$ cat config.mk
export PLATFORM = sky130hd
export DESIGN_NAME = modular_arithmetic_unit_core
export DESIGN_NICKNAME = d
export VERILOG_FILES = /design/src/hdl/mau_pkg.sv /design/src/hdl/mau_mulmod.sv /design/src/hdl/mau_divstep.sv /design/src/hdl/modular_arithmetic_unit_core.sv
export SDC_FILE = /design/constraint.sdc
export NUM_CORES = 2
export LEC_CHECK = 0
export BUFFER_PORTS_ARGS = -buffer_cell sky130_fd_sc_hd__buf_4
export CAP_MARGIN = 25
export CORE_ASPECT_RATIO = 1.4
export CORE_MARGIN = 2
export CORE_UTILIZATION = 35
export CTS_CLUSTER_SIZE = 20
export DETAILED_ROUTE_END_ITERATION = 10
export SETUP_SLACK_MARGIN = 0.4
export SYNTH_ARGS = -nofsm -noshare
export SYNTH_HDL_FRONTEND = slang
export SYNTH_HIERARCHICAL = 1
export SYNTH_SLANG_ARGS = --single-unit
$ cat constraint.sdc
create_clock -name clk -period 15.8 [get_ports clk]
set_clock_uncertainty 0.05 [all_clocks]
set_input_delay 0.79 -clock clk [delete_from_list [all_inputs] [get_ports clk]]
set_output_delay 0.79 -clock clk [all_outputs]
set_load 0.01 [all_outputs]
$ cat src/hdl/mau_pkg.sv
`timescale 1ns / 1ps
// ----------------------------------------------------------------------------
// mau_pkg
// types and constants shared by the modular arithmetic unit
// ----------------------------------------------------------------------------
package mau_pkg;
  localparam int unsigned VW = 31;
  localparam int unsigned EW = 63;
  localparam logic [VW-1:0] MOD_RESET = 31'd998244353;

  typedef enum logic [2:0] {
    CMD_ADD = 3'd0, CMD_SUB = 3'd1, CMD_MUL = 3'd2, CMD_DIV = 3'd3,
    CMD_POW = 3'd4, CMD_NEG = 3'd5, CMD_INV = 3'd6, CMD_NOP = 3'd7
  } cmd_t;

  typedef struct packed {
    logic [2:0]    command;
    logic [VW-1:0] operand_a;
    logic [VW-1:0] operand_b;
    logic [EW-1:0] exponent;
  } in_word_t;

  typedef struct packed {
    logic [VW-1:0] result;
    logic          no_inverse;
  } out_word_t;
endpackage

$ cat src/hdl/mau_mulmod.sv
`timescale 1ns / 1ps
// ----------------------------------------------------------------------------
// mau_mulmod
// bit-serial modular multiplier, one multiplier bit per cycle (msb first)
// ----------------------------------------------------------------------------
module mau_mulmod (
  input  logic                     clk,
  input  logic                     rst_n,
  input  logic                     start,
  input  logic [mau_pkg::VW-1:0]   x,
  input  logic [mau_pkg::VW-1:0]   y,
  input  logic [mau_pkg::VW-1:0]   m,
  output logic                     busy,
  output logic [mau_pkg::VW-1:0]   p
);
  localparam int unsigned VW = mau_pkg::VW;
  logic [VW-1:0] acc_r, acc_nxt, y_r, x_r, m_r;
  logic [4:0] cnt_r;
  logic busy_r;
  logic [VW:0] d, s;
  logic [VW:0] d2, s2;

  always_comb begin
    // acc = 2*acc mod m, then + x when the bit is set
    d  = {acc_r, 1'b0};
    d2 = (d >= {1'b0, m_r}) ? d - {1'b0, m_r} : d;
    s  = d2 + (y_r[VW-1] ? {1'b0, x_r} : '0);
    s2 = (s >= {1'b0, m_r}) ? s - {1'b0, m_r} : s;
    acc_nxt = s2[VW-1:0];
  end

  always_ff @(posedge clk) begin
    if (!rst_n) begin
      busy_r <= 1'b0;
      cnt_r  <= '0;
    end else if (start) begin
      busy_r <= 1'b1;
      cnt_r  <= 5'(VW - 1);
      acc_r  <= '0;
      x_r    <= x;
      y_r    <= y;
      m_r    <= m;
    end else if (busy_r) begin
      acc_r <= acc_nxt;
      y_r   <= {y_r[VW-2:0], 1'b0};
      if (cnt_r == '0) busy_r <= 1'b0;
      cnt_r <= cnt_r - 5'd1;
    end
  end

  assign busy = busy_r;
  assign p    = acc_r;
endmodule

$ cat src/hdl/mau_divstep.sv
`timescale 1ns / 1ps
// ----------------------------------------------------------------------------
// mau_divstep
// restoring divider, one quotient bit per cycle, for euclid steps
// ----------------------------------------------------------------------------
module mau_divstep (
  input  logic                    clk,
  input  logic                    rst_n,
  input  logic                    start,
  input  logic [mau_pkg::VW-1:0]  num,
  input  logic [mau_pkg::VW-1:0]  den,
  output logic                    busy,
  output logic [mau_pkg::VW-1:0]  quo,
  output logic [mau_pkg::VW-1:0]  rem
);
  localparam int unsigned VW = mau_pkg::VW;
  logic [VW-1:0] q_r, r_r, d_r;
  logic [4:0] cnt_r;
  logic busy_r;
  logic [VW:0] t;

  assign t = {r_r, q_r[VW-1]};

  always_ff @(posedge clk) begin
    if (!rst_n) begin
      busy_r <= 1'b0;
      cnt_r  <= '0;
    end else if (start) begin
      busy_r <= 1'b1;
      cnt_r  <= 5'(VW - 1);
      q_r    <= num;
      r_r    <= '0;
      d_r    <= den;
    end else if (busy_r) begin
      if (t >= {1'b0, d_r}) begin
        r_r <= VW'(t - {1'b0, d_r});
        q_r <= {q_r[VW-2:0], 1'b1};
      end else begin
        r_r <= t[VW-1:0];
        q_r <= {q_r[VW-2:0], 1'b0};
      end
      if (cnt_r == '0) busy_r <= 1'b0;
      cnt_r <= cnt_r - 5'd1;
    end
  end

  assign busy = busy_r;
  assign quo  = q_r;
  assign rem  = r_r;
endmodule

$ cat src/hdl/modular_arithmetic_unit_core.sv
`timescale 1ns / 1ps
// One word in, one word out, one word in flight at a time. Each operand is
// first reduced through the serial divider; add, sub and negate then need no
// further unit, and mul adds one serial multiply. pow runs one squaring for
// every exponent bit up to the highest set bit and one multiply for each set
// bit. inverse and div run extended euclid: each step is one division and one
// coefficient multiply, and a last division and multiply close it. The result
// sits in an output register and in_stall is high until it is taken.
// ----------------------------------------------------------------------------
// modular_arithmetic_unit_core
// top level: sequencer around a serial divider and a serial modular multiplier
// ----------------------------------------------------------------------------
module modular_arithmetic_unit_core (
  input  logic                      clk,
  input  logic                      rst_n,
  input  logic                      cfg_we,
  input  logic [mau_pkg::VW-1:0]    cfg_wdata,
  input  logic                      in_valid,
  output logic                      in_stall,
  input  mau_pkg::in_word_t         in_data,
  output logic                      out_valid,
  input  logic                      out_stall,
  output mau_pkg::out_word_t        out_data
);
  localparam int unsigned VW = mau_pkg::VW;
  localparam int unsigned EW = mau_pkg::EW;

  typedef enum logic [10:0] {
    S_IDLE  = 11'b00000000001, S_REDA = 11'b00000000010, S_REDB = 11'b00000000100,
    S_EXEC  = 11'b00000001000, S_PMUL = 11'b00000010000, S_PSQ  = 11'b00000100000,
    S_EDIV  = 11'b00001000000, S_EMUL = 11'b00010000000, S_EFIN = 11'b00100000000,
    S_WAIT  = 11'b01000000000, S_OUT  = 11'b10000000000
  } state_t;

  state_t state_r;
  logic [VW-1:0] mod_r, m_eff, a_r, b_r, acc_r, sq_r;
  logic [EW-1:0] e_r;
  mau_pkg::cmd_t cmd_r;
  logic go_r;
  // euclid on residues: r0,r1 and coefficients mod m as (c0,c1)
  logic [VW-1:0] r0_r, r1_r, c0_r, c1_r, q_r;
  mau_pkg::out_word_t out_r;
  logic out_v_r;

  logic          dv_start, mu_start;
  logic          dv_busy, mu_busy;
  logic [VW-1:0] dv_num, dv_den, dv_q, dv_r, mu_x, mu_y, mu_p;

  assign m_eff = (mod_r == '0) ? VW'(1) : mod_r;

  mau_divstep u_div (
    .clk(clk), .rst_n(rst_n), .start(dv_start), .num(dv_num), .den(dv_den),
    .busy(dv_busy), .quo(dv_q), .rem(dv_r)
  );
  mau_mulmod u_mul (
    .clk(clk), .rst_n(rst_n), .start(mu_start), .x(mu_x), .y(mu_y), .m(m_eff),
    .busy(mu_busy), .p(mu_p)
  );

  logic unit_busy;
  assign unit_busy = dv_busy | mu_busy | go_r;

  always_comb begin
    dv_start = 1'b0; dv_num = a_r; dv_den = m_eff;
    mu_start = 1'b0; mu_x = acc_r; mu_y = sq_r;
    if (go_r) begin
      case (state_r)
        S_REDA:  begin dv_start = 1'b1; dv_num = a_r; end
        S_REDB:  begin dv_start = 1'b1; dv_num = b_r; end
        S_EXEC:  begin mu_start = (cmd_r == mau_pkg::CMD_MUL); mu_x = a_r; mu_y = b_r; end
        S_PMUL:  begin mu_start = 1'b1; mu_x = acc_r; mu_y = sq_r; end
        S_PSQ:   begin mu_start = 1'b1; mu_x = sq_r; mu_y = sq_r; end
        S_EDIV:  begin dv_start = 1'b1; dv_num = r0_r; dv_den = r1_r; end
        S_EMUL:  begin mu_start = 1'b1; mu_x = q_r; mu_y = c1_r; end
        S_EFIN:  begin mu_start = 1'b1; mu_x = a_r; mu_y = c0_r; end
        default: ;
      endcase
    end
  end

  assign in_stall  = (state_r != S_IDLE) | out_v_r;
  assign out_valid = out_v_r;
  assign out_data  = out_r;

  logic [VW:0] sum_w;
  assign sum_w = {1'b0, a_r} + {1'b0, b_r};

  always_ff @(posedge clk) begin
    if (!rst_n) begin
      state_r <= S_IDLE;
      mod_r   <= mau_pkg::MOD_RESET;
      out_v_r <= 1'b0;
      go_r    <= 1'b0;
    end else begin
      if (cfg_we) mod_r <= cfg_wdata;
      if (out_v_r && !out_stall) out_v_r <= 1'b0;
      go_r <= 1'b0;
      case (state_r)
        S_IDLE: begin
          if (in_valid && !in_stall) begin
            cmd_r   <= mau_pkg::cmd_t'(in_data.command);
            a_r     <= in_data.operand_a;
            b_r     <= in_data.operand_b;
            e_r     <= in_data.exponent;
            go_r    <= 1'b1;
            state_r <= S_REDA;
          end
        end
        S_REDA: if (!unit_busy) begin
          a_r <= dv_r; go_r <= 1'b1; state_r <= S_REDB;
        end
        S_REDB: if (!unit_busy) begin
          b_r <= dv_r; go_r <= 1'b1; state_r <= S_EXEC;
        end
        S_EXEC: begin
          out_r.no_inverse <= 1'b0;
          out_r.result     <= '0;
          state_r          <= S_OUT;
          case (cmd_r)
            mau_pkg::CMD_ADD: out_r.result <= (sum_w >= {1'b0, m_eff}) ?
                                VW'(sum_w - {1'b0, m_eff}) : sum_w[VW-1:0];
            mau_pkg::CMD_SUB: out_r.result <= (a_r >= b_r) ? a_r - b_r :
                                VW'({1'b0, a_r} + {1'b0, m_eff} - {1'b0, b_r});
            mau_pkg::CMD_NEG: out_r.result <= (a_r == '0) ? '0 : m_eff - a_r;
            mau_pkg::CMD_MUL: state_r <= S_WAIT;
            mau_pkg::CMD_POW: begin
              acc_r <= (m_eff == VW'(1)) ? '0 : VW'(1);
              sq_r  <= a_r;
              if (e_r == '0) begin
                out_r.result <= (m_eff == VW'(1)) ? '0 : VW'(1);
              end else begin
                go_r    <= 1'b1;
                state_r <= e_r[0] ? S_PMUL : S_PSQ;
              end
            end
            mau_pkg::CMD_DIV, mau_pkg::CMD_INV: begin
              // inverse of v: euclid on (v, m); coefficients kept mod m
              r0_r <= (cmd_r == mau_pkg::CMD_DIV) ? b_r : a_r;
              r1_r <= m_eff;
              c0_r <= (m_eff == VW'(1)) ? '0 : VW'(1);
              c1_r <= '0;
              if (cmd_r == mau_pkg::CMD_INV) a_r <= (m_eff == VW'(1)) ? '0 : VW'(1);
              go_r    <= 1'b1;
              state_r <= S_EDIV;
            end
            default: ;
          endcase
        end
        S_WAIT: if (!unit_busy) begin
          out_r.result <= mu_p; state_r <= S_OUT;
        end
        S_PMUL: if (!unit_busy) begin
          acc_r <= mu_p; go_r <= 1'b1; state_r <= S_PSQ;
        end
        S_PSQ: if (!unit_busy) begin
          sq_r <= mu_p;
          e_r  <= e_r >> 1;
          if ((e_r >> 1) == '0) begin
            out_r.result <= acc_r; state_r <= S_OUT;
          end else begin
            go_r <= 1'b1;
            state_r <= e_r[1] ? S_PMUL : S_PSQ;
          end
        end
        S_EDIV: if (!unit_busy) begin
          if (r1_r == '0) begin
            if (r0_r != VW'(1)) begin
              out_r.result <= '0; out_r.no_inverse <= 1'b1; state_r <= S_OUT;
            end else begin
              go_r <= 1'b1; state_r <= S_EFIN;
            end
          end else begin
            q_r  <= (dv_q >= m_eff) ? dv_q - m_eff : dv_q;
            r0_r <= r1_r; r1_r <= dv_r;
            go_r <= 1'b1; state_r <= S_EMUL;
          end
        end
        S_EMUL: if (!unit_busy) begin
          // c2 = c0 - q*c1 mod m
          c0_r <= c1_r;
          c1_r <= (c0_r >= mu_p) ? c0_r - mu_p :
                  VW'({1'b0, c0_r} + {1'b0, m_eff} - {1'b0, mu_p});
          go_r <= 1'b1; state_r <= S_EDIV;
        end
        S_EFIN: if (!unit_busy) begin
          out_r.result <= mu_p; out_r.no_inverse <= 1'b0; state_r <= S_OUT;
        end
        S_OUT: if (!out_v_r) begin
          out_v_r <= 1'b1; state_r <= S_IDLE;
        end
        default: state_r <= S_IDLE;
      endcase
    end
  end
endmodule

Word level (Yosys, flattened, before mapping)
Cells that the tools add are included.
{ "op_classes": {"add_sub_neg": 16, "n_lt_le_gt_ge": 7, "n_eq_ne": 38, "mux": 110, "bitwise": 6, "n_reduce_logical": 47} }
{ "ops": {"columns": ["operator", "count"], "rows": [
  ["$mux 31", 41],
  ["$pmux 31 s2", 8],
  ["$pmux 31 s3", 3],
  ["$sub 31x31->31", 9],
  ["$mux 32", 5],
  ["$pmux 31 s5", 1],
  ["$mux 11", 13],
  ["$ge 32x31->1", 4],
  ["$logic_not 63->1", 2],
  ["$mux 63", 2],
  ["$pmux 63 s2", 1],
  ["$pmux 31 s4", 1],
  ["$pmux 11 s10", 1],
  ["$ge 31x31->1", 3],
  ["$logic_not 31->1", 3],
  ["$add 31x31->31", 2],
  ["$pmux 11 s3", 1],
  ["$add 31x31->32", 1],
  ["$add 32x31->32", 1],
  ["$ne 2x2->1 const B", 16],
  ["$sub 32x31->32", 1],
  ["$eq 31x1->1 const B", 1],
  ["$ne 31x1->1 const B", 1],
  ["$reduce_and 4->1", 6],
  ["40 further kinds", 97]
]} }
{ "word_totals": {"regBits": 650, "input_bits": 164, "out_inout_bits": 34, "elab_cells": 254} }

Depth between registers and ports, before layout
{ "logic_depth": {"depth_word": 7, "depth_mapped": 35, "mapped_depth_nobuf": 32} }

By module
Netlist, hierarchy kept.
{ "modules_own_cells": {"columns": ["mod", "n_inst", "cells_per_inst", "area_each_um2", "seq_area_each_um2"], "rows": [
  ["modular_arithmetic_unit_core", 1, 3979, 35183.7, 12201.7],
  ["mau_mulmod", 1, 1056, 10033.4, 3843.7],
  ["mau_divstep", 1, 517, 5645.4, 2912.8]
]} }

Worst setup path before layout
OpenSTA, ideal clock, no wires.
{ "synth_timing": {"path_kind": "reg-to-reg", "start": "register u_mul.acc_r[0] (netlist: u_mul/p[0])", "end": "register u_mul.acc_r[1] (netlist: u_mul/p[1]), data pin", "setup_ps": 266, "arrival_time_ps": 7139, "required_time_ps": 15484, "path_slack_ps": 8345, "path_stages_with_launch": 31, "n_path_buf": 3, "synth_period_minus_slack_ps": 7455, "cell_sequence": "edfxtp_1 fa_1 a211oi_2 nor2_1 o41a_1 a2111o_1 a21oi_4 clkbuf_1 clkbuf_1 nand2_1 o21ai_0 ha_1 o211ai_1 o211ai_1 and3b_1 o31ai_1 o21bai_1 a31oi_1 xnor2_1 ha_1 a2111oi_0 o21ai_0 a221o_1 a211oi_1 a31oi_1 a2111oi_0 o31a_1 nand3_1 buf_2 mux2i_1 nor2_1"} }
{ "synth_between": {"elab_chain_len": 6, "elab_cells_between_ends": 8, "classes_between": "3 x add/sub; 2 x order compare; 3 x mux"} }
{ "synth_rtl": {"columns": ["element", "line", "source"], "rows": [
  ["start: declaration", "mau_mulmod.sv:17", "logic [VW-1:0] acc_r, acc_nxt, y_r, x_r, m_r;"],
  ["start signal: assignment", "mau_mulmod.sv:44", "acc_r <= acc_nxt;"],
  ["$sub 32x31->32 or $ge 32x31->1 (tied branches)", "mau_mulmod.sv:26", "d2 = (d >= {1'b0, m_r}) ? d - {1'b0, m_r} : d;"],
  ["$mux 32 (*)", "mau_mulmod.sv:26", null],
  ["$add 32x31->32 (*)", "mau_mulmod.sv:27", "s = d2 + (y_r[VW-1] ? {1'b0, x_r} : '0);"],
  ["$sub 31x31->31 or $ge 32x31->1 (tied branches)", "mau_mulmod.sv:28", "s2 = (s >= {1'b0, m_r}) ? s - {1'b0, m_r} : s;"],
  ["$mux 31 (*)", "mau_mulmod.sv:28", null],
  ["$mux 31 (*)", "mau_mulmod.sv:43", "end else if (busy_r) begin"]
]} }
Every way passes the cells marked *; elsewhere a longest branch is shown, timed or not. The select of a mux whose other input is x is not followed.
A chain may end at the register's enable or synchronous reset.

Worst setup path after layout
{ "layout_timing": {"start": "register u_mul.acc_r[0] (netlist: u_mul/p[0])", "end": "register u_mul.acc_r[30] (netlist: u_mul/p[30]), data pin"} }
Same word-level chain as after synthesis.

==> reports/qor.csv <==
stage;metric;value;unit
outcome;status;finished clean;
critical_path;crit_required;16270;ps
critical_path;critPathLaunchType;register;
placement;gp_congestion;0.9825;
power;p_comb_share;22.5;%
power;max-vdd-ir-drop;0.07898;mV
floorplanning;die_area;148400;sq um
power;seqPwrFrac;40.3;%
floorplanning;die_x;326.2;um
clock_network;cts-resized-gates;0;
placement;port_buffers;197;
routing;drtIter0Drc;4024;
yosys;synth_top_area_share;35.07;%
clock_network;cts.sinks;650;
placement;pre_cts_ws;5988;ps
critical_path;end_kind;register;
yosys;synth_cell_types;94;
floorplanning;die_h;455.1;um
critical_path;rrSetupSlack;5920;ps
routing;wl;191500;um
power;p_switching;1.519;mW
yosys;yosysWarnings;6;
power;leakage;22.97;nW
power;internal_power;3.363;mW
critical_path;path_buf_inv;1;
sta;fin_setup_tns;0;ps
placement;dpl.hpwl;151400;um
yosys;syn_nets;6159;
sta;worst_slew_margin_rel;25.47;%
sta;report.final.hold_viol_count;0;
yosys;syn-cell-area;50860;sq um
final_layout;nets;6242;
critical_path;crit_family;compound AO/OA/AOI/OAI gates;
routing;vias;43620;
yosys;synth_seq_cells;650;
critical_path;crit_slowest_cell;nand3_2;
sta;fmax;101.2;MHz
placement;post-place-cells;7480;
sta;worst_hold_slack;270.9;ps
clock_network;post_cts_buffers;0;
yosys;synth_edf_count;594;
critical_path;critical_path_arrival;10350;ps
clock_network;cts-root-buf;clkbuf_16;
grt;grt_pass1_vias;43730;
grt;track_usage;25.17;%
floorplanning;pin_count;198;
final_layout;final_layout_size_suffix_gt1_share;11.05;%
clock_network;tritoncts;done;
critical_path;crit_fanout;60;
clock_network;path_clk_slew;60;ps
clock_network;cts_htree_levels;3;
floorplanning;initial_core_util;35.25;%
clock_network;clock_latency;710;ps
final_layout;fin_area;56980;sq um
power;p_sw_share;31.12;%
routing;wl_per_cell;25.15;um
critical_path;crit_type;register to register;
final_layout;syn_to_final_growth;12.03;%
routing;drt-pass1-iter-count;7;
yosys;synthCells;5552;
yosys;synthTopCellsByCount;edfxtp_1 (594), nand2_1 (540), a21oi_1 (456);
sta;min_period;9881;ps
sta;setup_viol;0;
grt;grt_pass1_wl;279800;um
clock_network;numCtsBuffers;73;
yosys;ys_seq_area_share;37.27;%
yosys;yosysMostFrequentCell;edfxtp_1;
yosys;async_flop_share;0;%
power;p_per_area;85.69;nW/um^2
grt;overflow;0;
final_layout;fin_cells;7614;
sta;post-route-period-util;62.54;%
yosys;synth_largest_area_cell;edfxtp_1;
flow_run;cap_violations;0;
yosys;yosys-top-cells-area;edfxtp_1 (35%), ha_1 (9.2%), a21oi_1 (4.5%), nand2_1 (4.0%), o21ai_0 (3.6%);
worst_hold_path;hp-class;input pin to register;
sta;worst_slack;5919;ps
power;p_clk_share;37.2;%
sta;worstMarginPinSlew;1118;ps
grt;antenna_found_initial;4;
grt;grt_max_degree;141;
floorplanning;rows;165;
critical_path;cp_slowest_stage_delay;690;ps
sta;maxSlewViolCount;0;
floorplanning;core;144300;sq um
yosys;ys.flop_type;edfxtp_1;
routing;detail-route-antenna-nets;0;
clock_network;cts_buffer_depth;3;
yosys;avgSynthCellArea;9.161;sq um
routing;drc;0;
clock_network;cts_hold_buf;0;
routing;viasPerCell;5.729;
sta;rsz0062_at_grt;false;
placement;placed_area;54540;sq um
## sequential cells by signal, indices dropped and copies added, names as in the netlist, 31 cells and up
signal     cells
sq_r          31
r1_r          31
c1_r          31
u_mul/m_r     31
out_data      32
u_mul/x_r     31
u_mul/p       31
b_r           31
e_r           63
acc_r         31
u_mul/y_r     31
c0_r          31
a_r           31
u_div/rem     31
q_r           31
u_div/quo     31
mod_r         31
u_div/d_r     31
r0_r          31
## worst paths after layout
path,depth (start not counted),start,to
worst max-delay path,27,u_mul/p[0],u_mul/p[30]
worst min-delay path,1,in_data[125],cmd_r[0]
worst max register to register,27,u_mul/p[0],u_mul/p[30]
worst min register to register,2,mod_r[30],mod_r[30]
## layer usage
| metal | track usage (%) | wire (um) | vias up |
|---|---|---|---|
| met5 | 0 | 13 | - |
| met4 | 15.30 | 12960 | 2 |
| met3 | 2.787 | 10270 | 401 |
| met2 | 45.34 | 95740 | 1679 |
| met1 | 28.54 | 72490 | 21190 |
| li1 | - | - | 20350 |
## cell usage in the layout (no fill, tap or decap), types with 69 or more instances in the layout
| cell | count |
|---|---|
| a21o_1 | 158 |
| a21oi_1 | 451 |
| nor3_1 | 75 |
| mux2_2 | 161 |
| nor2_1 | 409 |
| edfxtp_1 | 594 |
| xor2_1 | 108 |
| xnor2_1 | 200 |
| fa_1 | 70 |
| o21ai_0 | 367 |
| a31oi_1 | 69 |
| ha_1 | 373 |
| buf_4 | 260 |
| and2_1 | 114 |
| nand2_1 | 538 |
| clkbuf_16 | 74 |
| inv_1 | 440 |
## through the flow
step	total power [mW]	utilization [%]
final	4.883	39.49
after global routing	5.066	39.48
after CTS	4.891	39.48
after detailed placement	3.078	37.79
after global placement	3.068	37.77
after floorplan	2.736	-
## cell type report
type | count | area, sq um
repair buffers | 262 | 1999
clock inverters | 47 | 541.8
clock buffers | 86 | 1897
well taps | 1920 | 2402
diodes | 1 | 2.502
flip-flops and latches | 650 | 18960
multi-input cells | 4203 | 29510
inverters | 445 | 1670
fillers | 14480 | 87330
## power by group through the flow
stage	sequential [mW]	clock, mW	combinational [mW]
2_1_floorplan	1.97	0	0.771
3_3_place_gp	2.00	0	1.07
3_5_place_dp	2.00	0	1.08
4_1_cts	1.97	1.84	1.08
5_1_grt	1.97	1.90	1.20
6_report	1.97	1.82	1.10
## logic make-up after synthesis
family	share of synthesized area (%)
xor gates and xnor gates	5.304
muxes	4.935
AOI/OAI and AO/OA	20.55
buffers and inverters	5.245
DFF	37.27
adders and majority gates	11.93
and+or+nand+nor	14.76
Power figures use the tool's default switching activity.
